`config.mk`:
```
export PLATFORM = sky130hd
export DESIGN_NAME = rate_to_display_digits_unit_flat
export DESIGN_NICKNAME = d
export VERILOG_FILES = /design/src/design/rtdd_pkg.sv /design/src/design/rtdd_if.sv /design/src/design/rtdd_scale.sv /design/src/design/rtdd_split.sv /design/src/design/rtdd_trim.sv /design/src/design/rate_to_display_digits_unit.sv /design/src/flat_wrapper.sv
export SDC_FILE = /design/constraint.sdc
export NUM_CORES = 1
export LEC_CHECK = 0
export BUFFER_PORTS_ARGS = -buffer_cell sky130_fd_sc_hd__buf_2
export CAP_MARGIN = 20
export CORE_MARGIN = 2
export CORE_UTILIZATION = 32
export DETAILED_ROUTE_END_ITERATION = 6
export PLACE_DENSITY = 0.54
export SKIP_LAST_GASP = 1
export SYNTH_ARGS = -nofsm -noshare
export SYNTH_HDL_FRONTEND = slang
export SYNTH_SLANG_ARGS = --single-unit
```
`constraint.sdc`:
```
create_clock -name i_clk -period 15.5 [get_ports i_clk]
set_input_delay 1.55 -clock i_clk [delete_from_list [all_inputs] [get_ports i_clk]]
set_output_delay 1.55 -clock i_clk [all_outputs]
set_load 0.01 [all_outputs]
```
`src/design/rtdd_pkg.sv`:
```
// ----------------------------------------------------------------------------
// rtdd_pkg
// Shared types and constants for the rate-to-display digit formatter.
// ----------------------------------------------------------------------------
package rtdd_pkg;

    localparam int unsigned IN_W    = 36;
    localparam int unsigned SCL_W   = 20;
    localparam int unsigned HALF_W  = 10;
    localparam int unsigned NUM_DIG = 6;

    localparam logic [3:0]       BLANK_DIGIT = 4'd10;
    localparam logic [SCL_W-1:0] MAX_SCALED  = 20'd999999;

    typedef logic [3:0] t_digit;

    // value scaled to fill the field, plus its layout
    typedef struct packed {
        logic [SCL_W-1:0] scaled;
        logic [2:0]       int_dig;
        logic [1:0]       frac;
        logic             wide;
    } t_scaled;

    // six decimal digits, index 0 is the most significant
    typedef struct packed {
        t_digit [0:NUM_DIG-1] bcd;
        logic [2:0]           int_dig;
        logic [1:0]           frac;
        logic                 wide;
    } t_bcd;

    typedef struct packed {
        t_digit [0:NUM_DIG-1] digit;
        logic                 point_shown;
        logic [2:0]           point_slot;
        logic                 wide;
    } t_disp;

endpackage

```
`src/design/rtdd_if.sv`:
```
// ----------------------------------------------------------------------------
// rtdd_if
// Valid/ready channels for the formatter input value and display result.
// ----------------------------------------------------------------------------
interface rtdd_in_if;
    logic        valid;
    logic        ready;
    logic [35:0] rate_value;

    modport source (output valid, output rate_value, input ready);
    modport sink   (input valid, input rate_value, output ready);
endinterface

interface rtdd_out_if;
    logic       valid;
    logic       ready;
    logic [3:0] digit0;
    logic [3:0] digit1;
    logic [3:0] digit2;
    logic [3:0] digit3;
    logic [3:0] digit4;
    logic [3:0] digit5;
    logic       point_shown;
    logic [2:0] point_slot;
    logic       wide_field;

    modport source (output valid, output digit0, output digit1, output digit2,
                    output digit3, output digit4, output digit5,
                    output point_shown, output point_slot, output wide_field,
                    input ready);
    modport sink   (input valid, input digit0, input digit1, input digit2,
                    input digit3, input digit4, input digit5,
                    input point_shown, input point_slot, input wide_field,
                    output ready);
endinterface

```
`src/design/rtdd_scale.sv`:
```
// ----------------------------------------------------------------------------
// rtdd_scale
// Two stages: count integer digits and pick the field, then scale by a
// power of ten and cut off the remaining fraction.
// ----------------------------------------------------------------------------
module rtdd_scale #(
    parameter int unsigned FRAC_BITS = 16
) (
    input  logic                          i_clk,
    input  logic                          i_rst_n,
    input  logic                          i_valid,
    output logic                          o_ready,
    input  logic [rtdd_pkg::IN_W-1:0]     i_raw,
    output logic                          o_valid,
    input  logic                          i_ready,
    output rtdd_pkg::t_scaled             o_data
);

    localparam int unsigned PROD_W = rtdd_pkg::IN_W + rtdd_pkg::HALF_W;

    logic [rtdd_pkg::IN_W-1:0] ipart;
    logic                      sat;
    logic [2:0]                int_dig;
    logic                      wide;
    logic [2:0]                frac_w;

    logic                      r1_v, r2_v;
    logic [rtdd_pkg::IN_W-1:0] r1_raw;
    logic                      r1_sat;
    logic [2:0]                r1_before;
    logic [1:0]                r1_frac;
    logic                      r1_wide;
    rtdd_pkg::t_scaled         r2_data;
    rtdd_pkg::t_scaled         n2_data;

    logic                      en1, en2;
    logic [rtdd_pkg::HALF_W-1:0] p10;
    logic [PROD_W-1:0]         prod;
    logic [PROD_W-1:0]         shifted;

    assign en2     = !r2_v || i_ready;
    assign en1     = !r1_v || en2;
    assign o_ready = en1;
    assign o_valid = r2_v;
    assign o_data  = r2_data;

    // stage 1: digit count
    always_comb begin
        ipart   = i_raw >> FRAC_BITS;
        sat     = ipart > 36'd999999;
        int_dig = 3'd1 + {2'b0, ipart >= 36'd10} + {2'b0, ipart >= 36'd100}
                + {2'b0, ipart >= 36'd1000} + {2'b0, ipart >= 36'd10000}
                + {2'b0, ipart >= 36'd100000};
        if (sat) begin
            int_dig = 3'd6;
        end
        wide   = int_dig > 3'd4;
        frac_w = wide ? (3'd6 - int_dig) : (3'd4 - int_dig);
    end

    always_ff @(posedge i_clk) begin
        if (!i_rst_n) begin
            r1_v <= 1'b0;
        end else if (en1) begin
            r1_v <= i_valid;
        end
    end

    always_ff @(posedge i_clk) begin
        if (en1) begin
            r1_raw    <= i_raw;
            r1_sat    <= sat;
            r1_before <= int_dig;
            r1_frac   <= frac_w[1:0];
            r1_wide   <= wide;
        end
    end

    // stage 2: scale to fill the field
    always_comb begin
        case (r1_frac)
            2'd0:    p10 = 10'd1;
            2'd1:    p10 = 10'd10;
            2'd2:    p10 = 10'd100;
            2'd3:    p10 = 10'd1000;
            default: p10 = 10'd1;
        endcase
        prod    = PROD_W'(r1_raw) * PROD_W'(p10);
        shifted = prod >> FRAC_BITS;
        n2_data.scaled  = r1_sat ? rtdd_pkg::MAX_SCALED : shifted[rtdd_pkg::SCL_W-1:0];
        n2_data.int_dig = r1_before;
        n2_data.frac    = r1_frac;
        n2_data.wide    = r1_wide;
    end

    always_ff @(posedge i_clk) begin
        if (!i_rst_n) begin
            r2_v <= 1'b0;
        end else if (en2) begin
            r2_v <= r1_v;
        end
    end

    always_ff @(posedge i_clk) begin
        if (en2) begin
            r2_data <= n2_data;
        end
    end

endmodule

```
`src/design/rtdd_split.sv`:
```
// ----------------------------------------------------------------------------
// rtdd_split
// Four stages that split a value below one million into six decimal digits
// by reciprocal multiplication: thousands, then hundreds, then tens.
// ----------------------------------------------------------------------------
module rtdd_split (
    input  logic              i_clk,
    input  logic              i_rst_n,
    input  logic              i_valid,
    output logic              o_ready,
    input  rtdd_pkg::t_scaled i_data,
    output logic              o_valid,
    input  logic              i_ready,
    output rtdd_pkg::t_bcd    o_data
);

    localparam int unsigned HW = rtdd_pkg::HALF_W;

    logic r3_v, r4_v, r5_v, r6_v;
    logic en3, en4, en5, en6;

    // layout fields ride along each stage
    rtdd_pkg::t_scaled r3_data, r4_data, r5_data;

    logic [HW-1:0]  r3_q0;
    logic [29:0]    q_prod;
    logic [HW-1:0]  n3_q0;

    logic [HW:0]    rem_k;
    logic [HW-1:0]  n4_hi, n4_lo;
    logic [HW-1:0]  r4_hi, r4_lo;

    logic [15:0]    h_prod_hi, h_prod_lo;
    logic [3:0]     n5_hun_hi, n5_hun_lo;
    logic [6:0]     n5_rem_hi, n5_rem_lo;
    logic [3:0]     r5_hun_hi, r5_hun_lo;
    logic [6:0]     r5_rem_hi, r5_rem_lo;

    logic [13:0]    t_prod_hi, t_prod_lo;
    logic [3:0]     ten_hi, ten_lo;
    rtdd_pkg::t_bcd n6_data, r6_data;

    assign en6     = !r6_v || i_ready;
    assign en5     = !r5_v || en6;
    assign en4     = !r4_v || en5;
    assign en3     = !r3_v || en4;
    assign o_ready = en3;
    assign o_valid = r6_v;
    assign o_data  = r6_data;

    always_ff @(posedge i_clk) begin
        if (!i_rst_n) begin
            r3_v <= 1'b0;
            r4_v <= 1'b0;
            r5_v <= 1'b0;
            r6_v <= 1'b0;
        end else begin
            if (en3) begin
                r3_v <= i_valid;
            end
            if (en4) begin
                r4_v <= r3_v;
            end
            if (en5) begin
                r5_v <= r4_v;
            end
            if (en6) begin
                r6_v <= r5_v;
            end
        end
    end

    // stage 3: estimate value / 1000, low by at most one
    always_comb begin
        q_prod = 30'(i_data.scaled) * 30'd1048;
        n3_q0  = q_prod[29:20];
    end

    // stage 4: correct the estimate, keep quotient and remainder
    always_comb begin
        rem_k = 11'(r3_data.scaled - 20'(r3_q0) * 20'd1000);
        if (rem_k >= 11'd1000) begin
            n4_hi = r3_q0 + 10'd1;
            n4_lo = 10'(rem_k - 11'd1000);
        end else begin
            n4_hi = r3_q0;
            n4_lo = rem_k[HW-1:0];
        end
    end

    // stage 5: hundreds of each half
    always_comb begin
        h_prod_hi = 16'(r4_hi) * 16'd41;
        h_prod_lo = 16'(r4_lo) * 16'd41;
        n5_hun_hi = h_prod_hi[15:12];
        n5_hun_lo = h_prod_lo[15:12];
        n5_rem_hi = 7'(r4_hi - 10'(n5_hun_hi) * 10'd100);
        n5_rem_lo = 7'(r4_lo - 10'(n5_hun_lo) * 10'd100);
    end

    // stage 6: tens and ones
    always_comb begin
        t_prod_hi = 14'(r5_rem_hi) * 14'd103;
        t_prod_lo = 14'(r5_rem_lo) * 14'd103;
        ten_hi    = t_prod_hi[13:10];
        ten_lo    = t_prod_lo[13:10];
        n6_data.bcd[0] = r5_hun_hi;
        n6_data.bcd[1] = ten_hi;
        n6_data.bcd[2] = 4'(r5_rem_hi - 7'(ten_hi) * 7'd10);
        n6_data.bcd[3] = r5_hun_lo;
        n6_data.bcd[4] = ten_lo;
        n6_data.bcd[5] = 4'(r5_rem_lo - 7'(ten_lo) * 7'd10);
        n6_data.int_dig = r5_data.int_dig;
        n6_data.frac    = r5_data.frac;
        n6_data.wide    = r5_data.wide;
    end

    always_ff @(posedge i_clk) begin
        if (en3) begin
            r3_data <= i_data;
            r3_q0   <= n3_q0;
        end
        if (en4) begin
            r4_data <= r3_data;
            r4_hi   <= n4_hi;
            r4_lo   <= n4_lo;
        end
        if (en5) begin
            r5_data   <= r4_data;
            r5_hun_hi <= n5_hun_hi;
            r5_hun_lo <= n5_hun_lo;
            r5_rem_hi <= n5_rem_hi;
            r5_rem_lo <= n5_rem_lo;
        end
        if (en6) begin
            r6_data <= n6_data;
        end
    end

endmodule

```
`src/design/rtdd_trim.sv`:
```
// ----------------------------------------------------------------------------
// rtdd_trim
// Output stage: drop trailing fractional zeros, blank the left side, place
// or drop the decimal point, and hold the result for the consumer.
// ----------------------------------------------------------------------------
module rtdd_trim (
    input  logic             i_clk,
    input  logic             i_rst_n,
    input  logic             i_valid,
    output logic             o_ready,
    input  rtdd_pkg::t_bcd   i_data,
    output logic             o_valid,
    input  logic             i_ready,
    output rtdd_pkg::t_disp  o_data
);

    logic                 r7_v;
    logic                 en7;
    logic [1:0]           k;
    logic [2:0]           idx;
    rtdd_pkg::t_disp      n7_data, r7_data;

    assign en7     = !r7_v || i_ready;
    assign o_ready = en7;
    assign o_valid = r7_v;
    assign o_data  = r7_data;

    always_comb begin
        // trailing zeros, limited to the fractional digits
        k = 2'd0;
        if (i_data.frac >= 2'd1 && i_data.bcd[5] == 4'd0) begin
            k = 2'd1;
            if (i_data.frac >= 2'd2 && i_data.bcd[4] == 4'd0) begin
                k = 2'd2;
                if (i_data.frac >= 2'd3 && i_data.bcd[3] == 4'd0) begin
                    k = 2'd3;
                end
            end
        end
        idx = 3'd0;
        for (int i = 0; i < rtdd_pkg::NUM_DIG; i++) begin
            idx = 3'(i) - {1'b0, k} + (i_data.wide ? 3'd0 : 3'd2);
            if ((!i_data.wide && i >= 4) || (3'(i) < {1'b0, k})) begin
                n7_data.digit[i] = rtdd_pkg::BLANK_DIGIT;
            end else begin
                n7_data.digit[i] = i_data.bcd[idx];
            end
        end
        n7_data.point_shown = i_data.frac > k;
        n7_data.point_slot  = n7_data.point_shown ? (i_data.int_dig + {1'b0, k}) : 3'd0;
        n7_data.wide        = i_data.wide;
    end

    always_ff @(posedge i_clk) begin
        if (!i_rst_n) begin
            r7_v <= 1'b0;
        end else if (en7) begin
            r7_v <= i_valid;
        end
    end

    always_ff @(posedge i_clk) begin
        if (en7) begin
            r7_data <= n7_data;
        end
    end

endmodule

```
`src/design/rate_to_display_digits_unit.sv`:
```
// ----------------------------------------------------------------------------
// rate_to_display_digits_unit
// Formats an unsigned fixed-point rate as digits for a 4 or 6 digit display.
// ----------------------------------------------------------------------------
// Each request passes through a seven-stage pipeline and is registered at
// every stage; a new request can be taken every cycle while the result side
// keeps up, and a held result drops the input ready once the stages fill.
// The stages are: integer digit count, power-of-ten scaling multiply, two
// stages for the split by one thousand, one each for hundreds and for tens,
// and the output register that trims trailing zeros. Every stage stalls on
// its own, so a held result backs up the pipeline one stage at a time and
// bubbles are squeezed out. An integer part above 999999 shows as 999999.
module rate_to_display_digits_unit #(
    parameter int unsigned FRAC_BITS = 16
) (
    input  logic       i_clk,
    input  logic       i_rst_n,
    rtdd_in_if.sink    i_rate,
    rtdd_out_if.source o_disp
);

    logic              scl_valid, scl_ready;
    rtdd_pkg::t_scaled scl_data;
    logic              bcd_valid, bcd_ready;
    rtdd_pkg::t_bcd    bcd_data;
    rtdd_pkg::t_disp   disp_data;

    rtdd_scale #(
        .FRAC_BITS (FRAC_BITS)
    ) u_scale (
        .i_clk   (i_clk),
        .i_rst_n (i_rst_n),
        .i_valid (i_rate.valid),
        .o_ready (i_rate.ready),
        .i_raw   (i_rate.rate_value),
        .o_valid (scl_valid),
        .i_ready (scl_ready),
        .o_data  (scl_data)
    );

    rtdd_split u_split (
        .i_clk   (i_clk),
        .i_rst_n (i_rst_n),
        .i_valid (scl_valid),
        .o_ready (scl_ready),
        .i_data  (scl_data),
        .o_valid (bcd_valid),
        .i_ready (bcd_ready),
        .o_data  (bcd_data)
    );

    rtdd_trim u_trim (
        .i_clk   (i_clk),
        .i_rst_n (i_rst_n),
        .i_valid (bcd_valid),
        .o_ready (bcd_ready),
        .i_data  (bcd_data),
        .o_valid (o_disp.valid),
        .i_ready (o_disp.ready),
        .o_data  (disp_data)
    );

    assign o_disp.digit0      = disp_data.digit[0];
    assign o_disp.digit1      = disp_data.digit[1];
    assign o_disp.digit2      = disp_data.digit[2];
    assign o_disp.digit3      = disp_data.digit[3];
    assign o_disp.digit4      = disp_data.digit[4];
    assign o_disp.digit5      = disp_data.digit[5];
    assign o_disp.point_shown = disp_data.point_shown;
    assign o_disp.point_slot  = disp_data.point_slot;
    assign o_disp.wide_field  = disp_data.wide;

endmodule

```
`src/flat_wrapper.sv`:
```
// flat-port wrapper written by rule: the top's interface ports become plain ports
module rate_to_display_digits_unit_flat 
#(
    parameter int unsigned FRAC_BITS = 16
)
  (i_clk, i_rst_n, i_rate_valid, i_rate_rate_value, i_rate_ready, o_disp_valid, o_disp_digit0, o_disp_digit1, o_disp_digit2, o_disp_digit3, o_disp_digit4, o_disp_digit5, o_disp_point_shown, o_disp_point_slot, o_disp_wide_field, o_disp_ready);
  rtdd_in_if i_rate_i ();
  rtdd_out_if o_disp_i ();
  input  logic i_clk;
  input  logic i_rst_n;
  input wire logic [$bits(i_rate_i.valid)-1:0] i_rate_valid;
  input wire logic [$bits(i_rate_i.rate_value)-1:0] i_rate_rate_value;
  output wire logic [$bits(i_rate_i.ready)-1:0] i_rate_ready;
  output wire logic [$bits(o_disp_i.valid)-1:0] o_disp_valid;
  output wire logic [$bits(o_disp_i.digit0)-1:0] o_disp_digit0;
  output wire logic [$bits(o_disp_i.digit1)-1:0] o_disp_digit1;
  output wire logic [$bits(o_disp_i.digit2)-1:0] o_disp_digit2;
  output wire logic [$bits(o_disp_i.digit3)-1:0] o_disp_digit3;
  output wire logic [$bits(o_disp_i.digit4)-1:0] o_disp_digit4;
  output wire logic [$bits(o_disp_i.digit5)-1:0] o_disp_digit5;
  output wire logic [$bits(o_disp_i.point_shown)-1:0] o_disp_point_shown;
  output wire logic [$bits(o_disp_i.point_slot)-1:0] o_disp_point_slot;
  output wire logic [$bits(o_disp_i.wide_field)-1:0] o_disp_wide_field;
  input wire logic [$bits(o_disp_i.ready)-1:0] o_disp_ready;
  assign i_rate_i.valid = i_rate_valid;
  assign i_rate_i.rate_value = i_rate_rate_value;
  assign i_rate_ready = i_rate_i.ready;
  assign o_disp_valid = o_disp_i.valid;
  assign o_disp_digit0 = o_disp_i.digit0;
  assign o_disp_digit1 = o_disp_i.digit1;
  assign o_disp_digit2 = o_disp_i.digit2;
  assign o_disp_digit3 = o_disp_i.digit3;
  assign o_disp_digit4 = o_disp_i.digit4;
  assign o_disp_digit5 = o_disp_i.digit5;
  assign o_disp_point_shown = o_disp_i.point_shown;
  assign o_disp_point_slot = o_disp_i.point_slot;
  assign o_disp_wide_field = o_disp_i.wide_field;
  assign o_disp_i.ready = o_disp_ready;
  rate_to_display_digits_unit #(.FRAC_BITS(FRAC_BITS)) u_core (.i_clk(i_clk), .i_rst_n(i_rst_n), .i_rate(i_rate_i), .o_disp(o_disp_i));
endmodule
```
==> results.md, run 1 <==
* Outcome: finished, final reports clean
* Most repeated library cell on the critical path: sky130_fd_sc_hd__fa_1
* Max cap viols at 0
* Worst-path cell with the longest stage delay: sky130_fd_sc_hd__a2111oi_0
* Peak clock frequency supported by timing at 0.139 GHz
* Wire length of the first global-routing pass at 74700 um
* Final wirelength at 43000 um
* Delay contributed by the slowest stage of the critical path at between 600 and 700 ps
* Final critical path time including I/O delays and setup at between 7000 and 8000 ps
* Part of the Yosys area used for sequential elements at 28.3%
* Yosys warns at 0
* Worst Max-Slew Pin Slew at 1030 ps
* H-tree levels at 1
* Total Negative Setup Slacks at 0 ps
* PnR worst setup slack at ~8300 ps
* Largest driver fanout on the critical path at 50
* Clock tree from TritonCTS: yes
* Area of the core at about 70000 sq um
* Gate family responsible for the most delay along the worst path: adder cells
* Count of antenna-violating nets left after detailed routing at 0
* Critical path cell sequence: buf_4 -> buf_4 -> nor2b_1 -> buf_4 -> nand2_1 -> fa_1 -> inv_1 -> fa_1 -> fa_1 -> fa_1 -> inv_1 -> fa_1 -> inv_1 -> ha_1 -> a2111oi_0 -> a32oi_1 -> a31oi_1 -> nand3_1 -> a2111oi_0 -> o21ai_0 -> o31a_1
* Number of antenna violations at the first check in global routing at 1
* Mean Syn Cell Area at 10.5 sq um
* Cell with the most instances after synthesis: sky130_fd_sc_hd__inv_1
* Relative max-transition margin at 31.0%
* Largest net degree at the start of global routing at 61
* Count of buffers from port buffering at 70
* Kind of end point of the critical path: register
* Clock slew at the register clock pins of the worst setup and hold paths at 60 ps
* Worst Clk Skew at 21.4 ps
* I/O pins at ~70
* Worst endpoint required time at about 16000 ps
* CTS root buffer: sky130_fd_sc_hd__clkbuf_16
* GRT Overall Usage at between 10% and 20%
* Clock buffer count from CTS at 26
* Share of async-settable or async-resettable flops after synthesis at 0%
* Combined flip-flop and latch cell area at 6240 sq um
* Combined area of the multi-input logic cells at around 14000 sq um
* Number of buffers inserted for hold repair after clock tree synthesis at 0
* Post-synthesis net count at 2691
* Post-layout net count at about 2800
* Biggest area consumer among synthesized cells: sky130_fd_sc_hd__edfxtp_1
* Area Growth Syn to Fin at 10.1%
* Routed len/inst at 14.1 um
* Clock insertion delay at the later pin of the skew report at 570 ps
* Via count at approximately 14000
* Area contributors post-synth: sky130_fd_sc_hd__edfxtp_1 (28%), sky130_fd_sc_hd__fa_1 (22%), sky130_fd_sc_hd__ha_1 (18%), sky130_fd_sc_hd__inv_1 (8.0%), sky130_fd_sc_hd__xnor2_1 (3.1%)
* Height of the die at 266 um
* Number of distinct standard cells referenced by the synthesized netlist at 65
* Kind of critical path: reg -> reg
* Final hold vios at 0
* Routed vias/inst at 4.60
* Buffers & Inverters on Critical Path at 6
* Unrepaired setup endpoints after global routing: false
* Instance count of the mapped netlist at 2090
* Number of antenna repair diodes at 0
* Worst min-delay path category: reg -> reg
* Number of sinks driven by the clock tree at 210
* Total setup buffers inserted after CTS at 0
* Top cells by instance count after synthesis: sky130_fd_sc_hd__inv_1 (469), sky130_fd_sc_hd__ha_1 (324), sky130_fd_sc_hd__fa_1 (237)
* Category of the worst setup path launch point: register
* Worst slack after detailed placement at 8370 ps
* DRT iter0 DRCs at slightly above 500
* Resized cells post-CTS at 0
* Synth Register Bits at 210
* Number of pins with negative max-slew slack in the final report at 0
* Maximum buffer depth of the clock tree at 3
* Via count of the first global-routing pass at ~15000
* Final setup violating endpoints at 0
* CP Data Arrival Time at 7540 ps
* Die width at 266 um
* Sum of net half-perimeters after detailed placement at 35500 um
* Fill count at 6805
* Cell area after synthesis at 22000 sq um
* Cell Rows at 96
* Final weighted congestion in routability-driven placement at between 0.8 and 0.9
* Floorplan die area at about 71000 sq um
* Ratio of final minimum period to clock period at 46.6%
* Synth top area share at 27.7%
* First drt pass iteration count at 4
* Total gr overflow at 0
* Initial Util at about a third
* Share of cells above drive strength 1 at 7.42%
* Number of enable flip-flop cells after synthesis at between 200 and 250
* Final routed DRC violation total at 0
* Most common flop cell mapped by yosys: sky130_fd_sc_hd__edfxtp_1
[final timing paths]
| kind | startpoint | end | slack, ps | cells past startpoint |
|---|---|---|---|---|
| min | u_core.u_split.n6_data[0] | u_core.u_split.o_data[0] | 420 | 0 |
| max | u_core.u_scale.r1_before[0] | u_core.u_scale.o_data[25] | 8280 | 21 |
| max reg2reg | u_core.u_scale.r1_before[0] | u_core.u_scale.o_data[25] | 8280 | 21 |
| min reg2reg | u_core.u_split.n6_data[0] | u_core.u_split.o_data[0] | 420 | 0 |
[per-layer routing]
metal / routed length [um] / vias to the layer above / global-route usage, % / share of wire, %
met5: 0 / - / 0 / 0
met4: 865 / 0 / 2.44 / 2.0
met3: 1320 / 63 / 1.65 / 3.1
met2: 21300 / 173 / 23.1 / 50
met1: 19500 / 6873 / 16.2 / 45
li1: - / 6949 / - / -
[per-stage QoR]
step	utilization, %	cell area, sq um	hold WS [ps]	instances
global placement	34.2	23400	404	3004
global route	35.5	24200	429	3053
detailed placement	34.2	23400	405	3004
floorplan	-	22000	400	2090
finish	35.5	24200	416	3053
CTS	35.4	24200	420	3051
[placed cells by master (no fill, tap or decap), drive strengths merged, types with 4 or more instances in the layout]
cell / count
edfxtp: 203
nand2b: 22
fa: 237
nor3b: 4
nor4: 12
nor2b: 15
maj3: 6
inv: 473
o21bai: 6
xnor2: 78
a21oi: 63
clkinv: 13
nand2: 165
ha: 324
xor2: 40
and3: 21
mux2i: 17
mux2: 4
o21a: 14
or3: 6
mux4: 7
a211oi: 5
a31o: 6
buf: 81
nand3: 23
nor2: 59
o211ai: 12
or2: 9
o21ai: 35
o22ai: 5
and2: 62
nor3: 25
a21o: 17
nand4: 11
dfxtp: 7
clkbuf: 28
a31oi: 18
[registers in the layout, indices dropped and copies added (netlist names), 10 cells and up]
| name | count |
|---|---|
| u_core.u_scale.r1_raw | 36 |
| u_core.u_split.o_data | 29 |
| u_core.u_trim.o_data | 29 |
| u_core.u_scale.o_data | 25 |
| u_core.u_split.r3_data | 16 |
| u_core.u_split.r3_q0 | 10 |
| u_core.u_split.r4_hi | 10 |
| u_core.u_split.r4_lo | 10 |
[layout make-up]
cell class                 count  share of cell area [%]
clock buffer                  28                    2.71
clock inverter                19                   0.733
inverter                     470                    7.28
multi-input combinational   1363                    57.1
sequential                   210                    25.7
tap                          882                    4.55
timing repair buffer          81                    1.90
[logic make-up (layout without fill, tap and decap cells)]
family	Yosys count	in the layout	share of synthesized area [%]
fa+ha+maj	567	567	40.2
flops	210	210	28.3
mux	28	28	1.69
simple gates	441	441	10.0
compound gates	208	208	6.10
buf+inv	517	598	8.85
xor+xnor	119	119	4.80
[worst register-to-register path, cell delays in order (launching register included)]
cell                        delay [ps]
sky130_fd_sc_hd__edfxtp_1          330
sky130_fd_sc_hd__buf_4             300
sky130_fd_sc_hd__buf_4             500
sky130_fd_sc_hd__nor2b_1           200
sky130_fd_sc_hd__buf_4             320
sky130_fd_sc_hd__nand2_1           130
sky130_fd_sc_hd__fa_1              480
sky130_fd_sc_hd__inv_1              50
sky130_fd_sc_hd__fa_1              520
sky130_fd_sc_hd__fa_1              440
sky130_fd_sc_hd__fa_1              540
sky130_fd_sc_hd__inv_1              50
sky130_fd_sc_hd__fa_1              530
sky130_fd_sc_hd__inv_1              50
sky130_fd_sc_hd__ha_1              370
sky130_fd_sc_hd__a2111oi_0         450
sky130_fd_sc_hd__a32oi_1           190
sky130_fd_sc_hd__a31oi_1           350
sky130_fd_sc_hd__nand3_1           220
sky130_fd_sc_hd__a2111oi_0         640
sky130_fd_sc_hd__o21ai_0           190
sky130_fd_sc_hd__o31a_1            130
Power of run 1 is left out: the tool's default activity adds up to more than one toggle a clock period on the data nets, which glitch-free logic cannot reach.
==> run 2: changes to the inputs <==
Clock period 15.5 ns to 7.5 ns, I/O delays scaled along.
==> run 2 against run 1 <==
  * Final cell count barely moved
  * Count of clock-buffer cells in the layout grew 5
  * Non-clock buffer count is 2 higher
  * Utilization about the same
  * Global-route usage shrank 0.19 points
  * Flip-flop and latch count did not move
  * Via count hardly changed
  * Worst setup slack got worse by 7400 ps
  * Die area unchanged
  * Critical path depth fell by 2
  * Final area about the same
  * Clock skew shrank 0.55 ps
  * Critical endpoint unchanged
  * Highest routed layer unchanged
==> results.md, run 2 (synthesis gave the netlist of run 1 again) <==
* H-tree levels at 1
* Worst Clk Skew at 20.8 ps
* Relative max-transition margin at 30.6%
* GRT Overall Usage at approximately an eighth
* Clock slew at the register clock pins of the worst setup and hold paths at 60 ps
* Floorplan die area at 70900 sq um
* Routed vias/inst at between 4 and 5
* Worst endpoint required time at 7810 ps
* Max cap viols at 0
* First drt pass iteration count at 4
* Unrepaired setup endpoints after global routing: false
* Total Negative Setup Slacks at 0 ps
* Kind of critical path: reg -> reg
* Routed len/inst at 14.1 um
* Final setup violating endpoints at 0
* Largest driver fanout on the critical path at 56
* Number of pins with negative max-slew slack in the final report at 0
* Initial Util at approximately a third
* Count of antenna-violating nets left after detailed routing at 0
* Delay contributed by the slowest stage of the critical path at 540 ps
* Height of the die at 266 um
* I/O pins at between 70 and 80
* Total gr overflow at 0
* Fill count at 6808
* DRT iter0 DRCs at 590
* Commonest cells after routing, fill and taps aside: sky130_fd_sc_hd__inv_1 (469), sky130_fd_sc_hd__ha_1 (324), sky130_fd_sc_hd__fa_1 (237)
* Largest reg by FF count: u_core.u_scale.r1_raw
* Worst-path cell with the longest stage delay: sky130_fd_sc_hd__fa_1
* Number of antenna violations at the first check in global routing at 0
* Peak clock frequency supported by timing at 0.152 GHz
* Total setup buffers inserted after CTS at 0
* Ratio of final minimum period to clock period at 87.6%
* Most common cell after layout, fill and taps aside: sky130_fd_sc_hd__inv_1
* Number of flip-flops under the largest register name at 36
* Dpl cells at 3007
* Worst min-delay path category: in -> reg
* Post-route non-filler standard cell count at about 3000
* Buffers & Inverters on Critical Path at 4
* Via count at 14100
* Gate family responsible for the most delay along the worst path: adder cells
* Final routed DRC violation total at 0
* Clock insertion delay at the later pin of the skew report at 570 ps
* Cell Rows at 96
* Maximum buffer depth of the clock tree at 3
* Clock buffer count from CTS at 27
* Outcome: finished, final reports clean
* Clock tree from TritonCTS: yes
* CP Data Arrival Time at 6880 ps
* Wire length of the first global-routing pass at roughly 73000 um
* Number of buffers inserted for hold repair after clock tree synthesis at 0
* Combined area of the multi-input logic cells at approximately 14000 sq um
* Number of sinks driven by the clock tree at 210
* Largest net degree at the start of global routing at 57
* Area Growth Syn to Fin at 10.1%
* Final critical path time including I/O delays and setup at around 6600 ps
* Via count of the first global-routing pass at 15000
* Area of the core at about 68000 sq um
* Sum of net half-perimeters after detailed placement at 36100 um
* Final hold vios at 0
* Kind of end point of the critical path: register
* Final wirelength at 43000 um
* Worst R2R Setup Slack at 930 ps
* Final weighted congestion in routability-driven placement at 0.874
* Die width at 266 um
* Combined flip-flop and latch cell area at 6240 sq um
* Worst Max-Slew Pin Slew at 1040 ps
* Category of the worst setup path launch point: register
* Post-layout net count at 2756
* Resized cells post-CTS at 0
* CTS root buffer: sky130_fd_sc_hd__clkbuf_16
* Most repeated library cell on the critical path: sky130_fd_sc_hd__fa_1
* Share of cells above drive strength 1 at 7.27%
* Count of buffers from port buffering at 70
* Number of antenna repair diodes at 0
* Critical path cell sequence: buf_4 -> and3_1 -> ha_1 -> xor2_1 -> fa_1 -> inv_1 -> fa_1 -> fa_1 -> inv_1 -> fa_1 -> inv_1 -> ha_1 -> a2111oi_0 -> a32oi_1 -> a31oi_1 -> nand3_1 -> a2111oi_0 -> o21ai_0 -> o31a_1
## run 2: changes by cell type in the layout (fill, tap and decap cells not counted), sizes merged
cell      change
clkinv        -1
clkinvlp      -1
clkbuf        +5
buf           +2
inv           -1
bufinv        -1
## run 2: area by class of cell
cell class	instances	area share, %
clock buffers	33	2.88
clock inverters	15	0.495
inverters	470	7.27
multi-input cells	1363	57.1
flip-flops and latches	210	25.7
well taps	882	4.55
repair buffers	83	2.01
## run 2: worst reg2reg max path, delay by kind of cell (launching register included)
family,cells,cell delay [ps]
xor gates and xnor gates,1,190
and+or+nand+nor,2,550
DFF,1,350
AOI/OAI and AO/OA,6,1910
buffers and inverters,4,610
adders and majority gates,6,2700
## run 2: final timing paths
check                                   end                         from  cells after the start
setup reg to reg  u_core.u_scale.o_data[25]  u_core.u_scale.r1_before[0]                     19
setup / recovery  u_core.u_scale.o_data[25]  u_core.u_scale.r1_before[0]                     19
hold / removal     u_core.u_scale.r1_raw[7]         i_rate_rate_value[7]                      1
hold reg to reg    u_core.u_split.o_data[3]    u_core.u_split.n6_data[3]                      0
## run 2: metal layers
layer	vias to the layer above	routed length [um]	global-route usage, %
met5	-	0	0
met4	0	1000	2.75
met3	60	1450	1.70
met2	208	21100	22.6
met1	6833	19400	15.9
li1	6950	-	-
## run 2: metrics by stage
step                cell area (sq um)  hold slack (ps)  setup WS, ps  util (%)
floorplan                       22000              400          1020         -
global placement                23400              403          1160      34.2
CTS                             24200              314          1000      35.4
finish                          24300              351           932      35.5
detailed placement              23400              405          1000      34.2
global route                    24300              324           406      35.5
Power of run 2 is left out for the same reason.
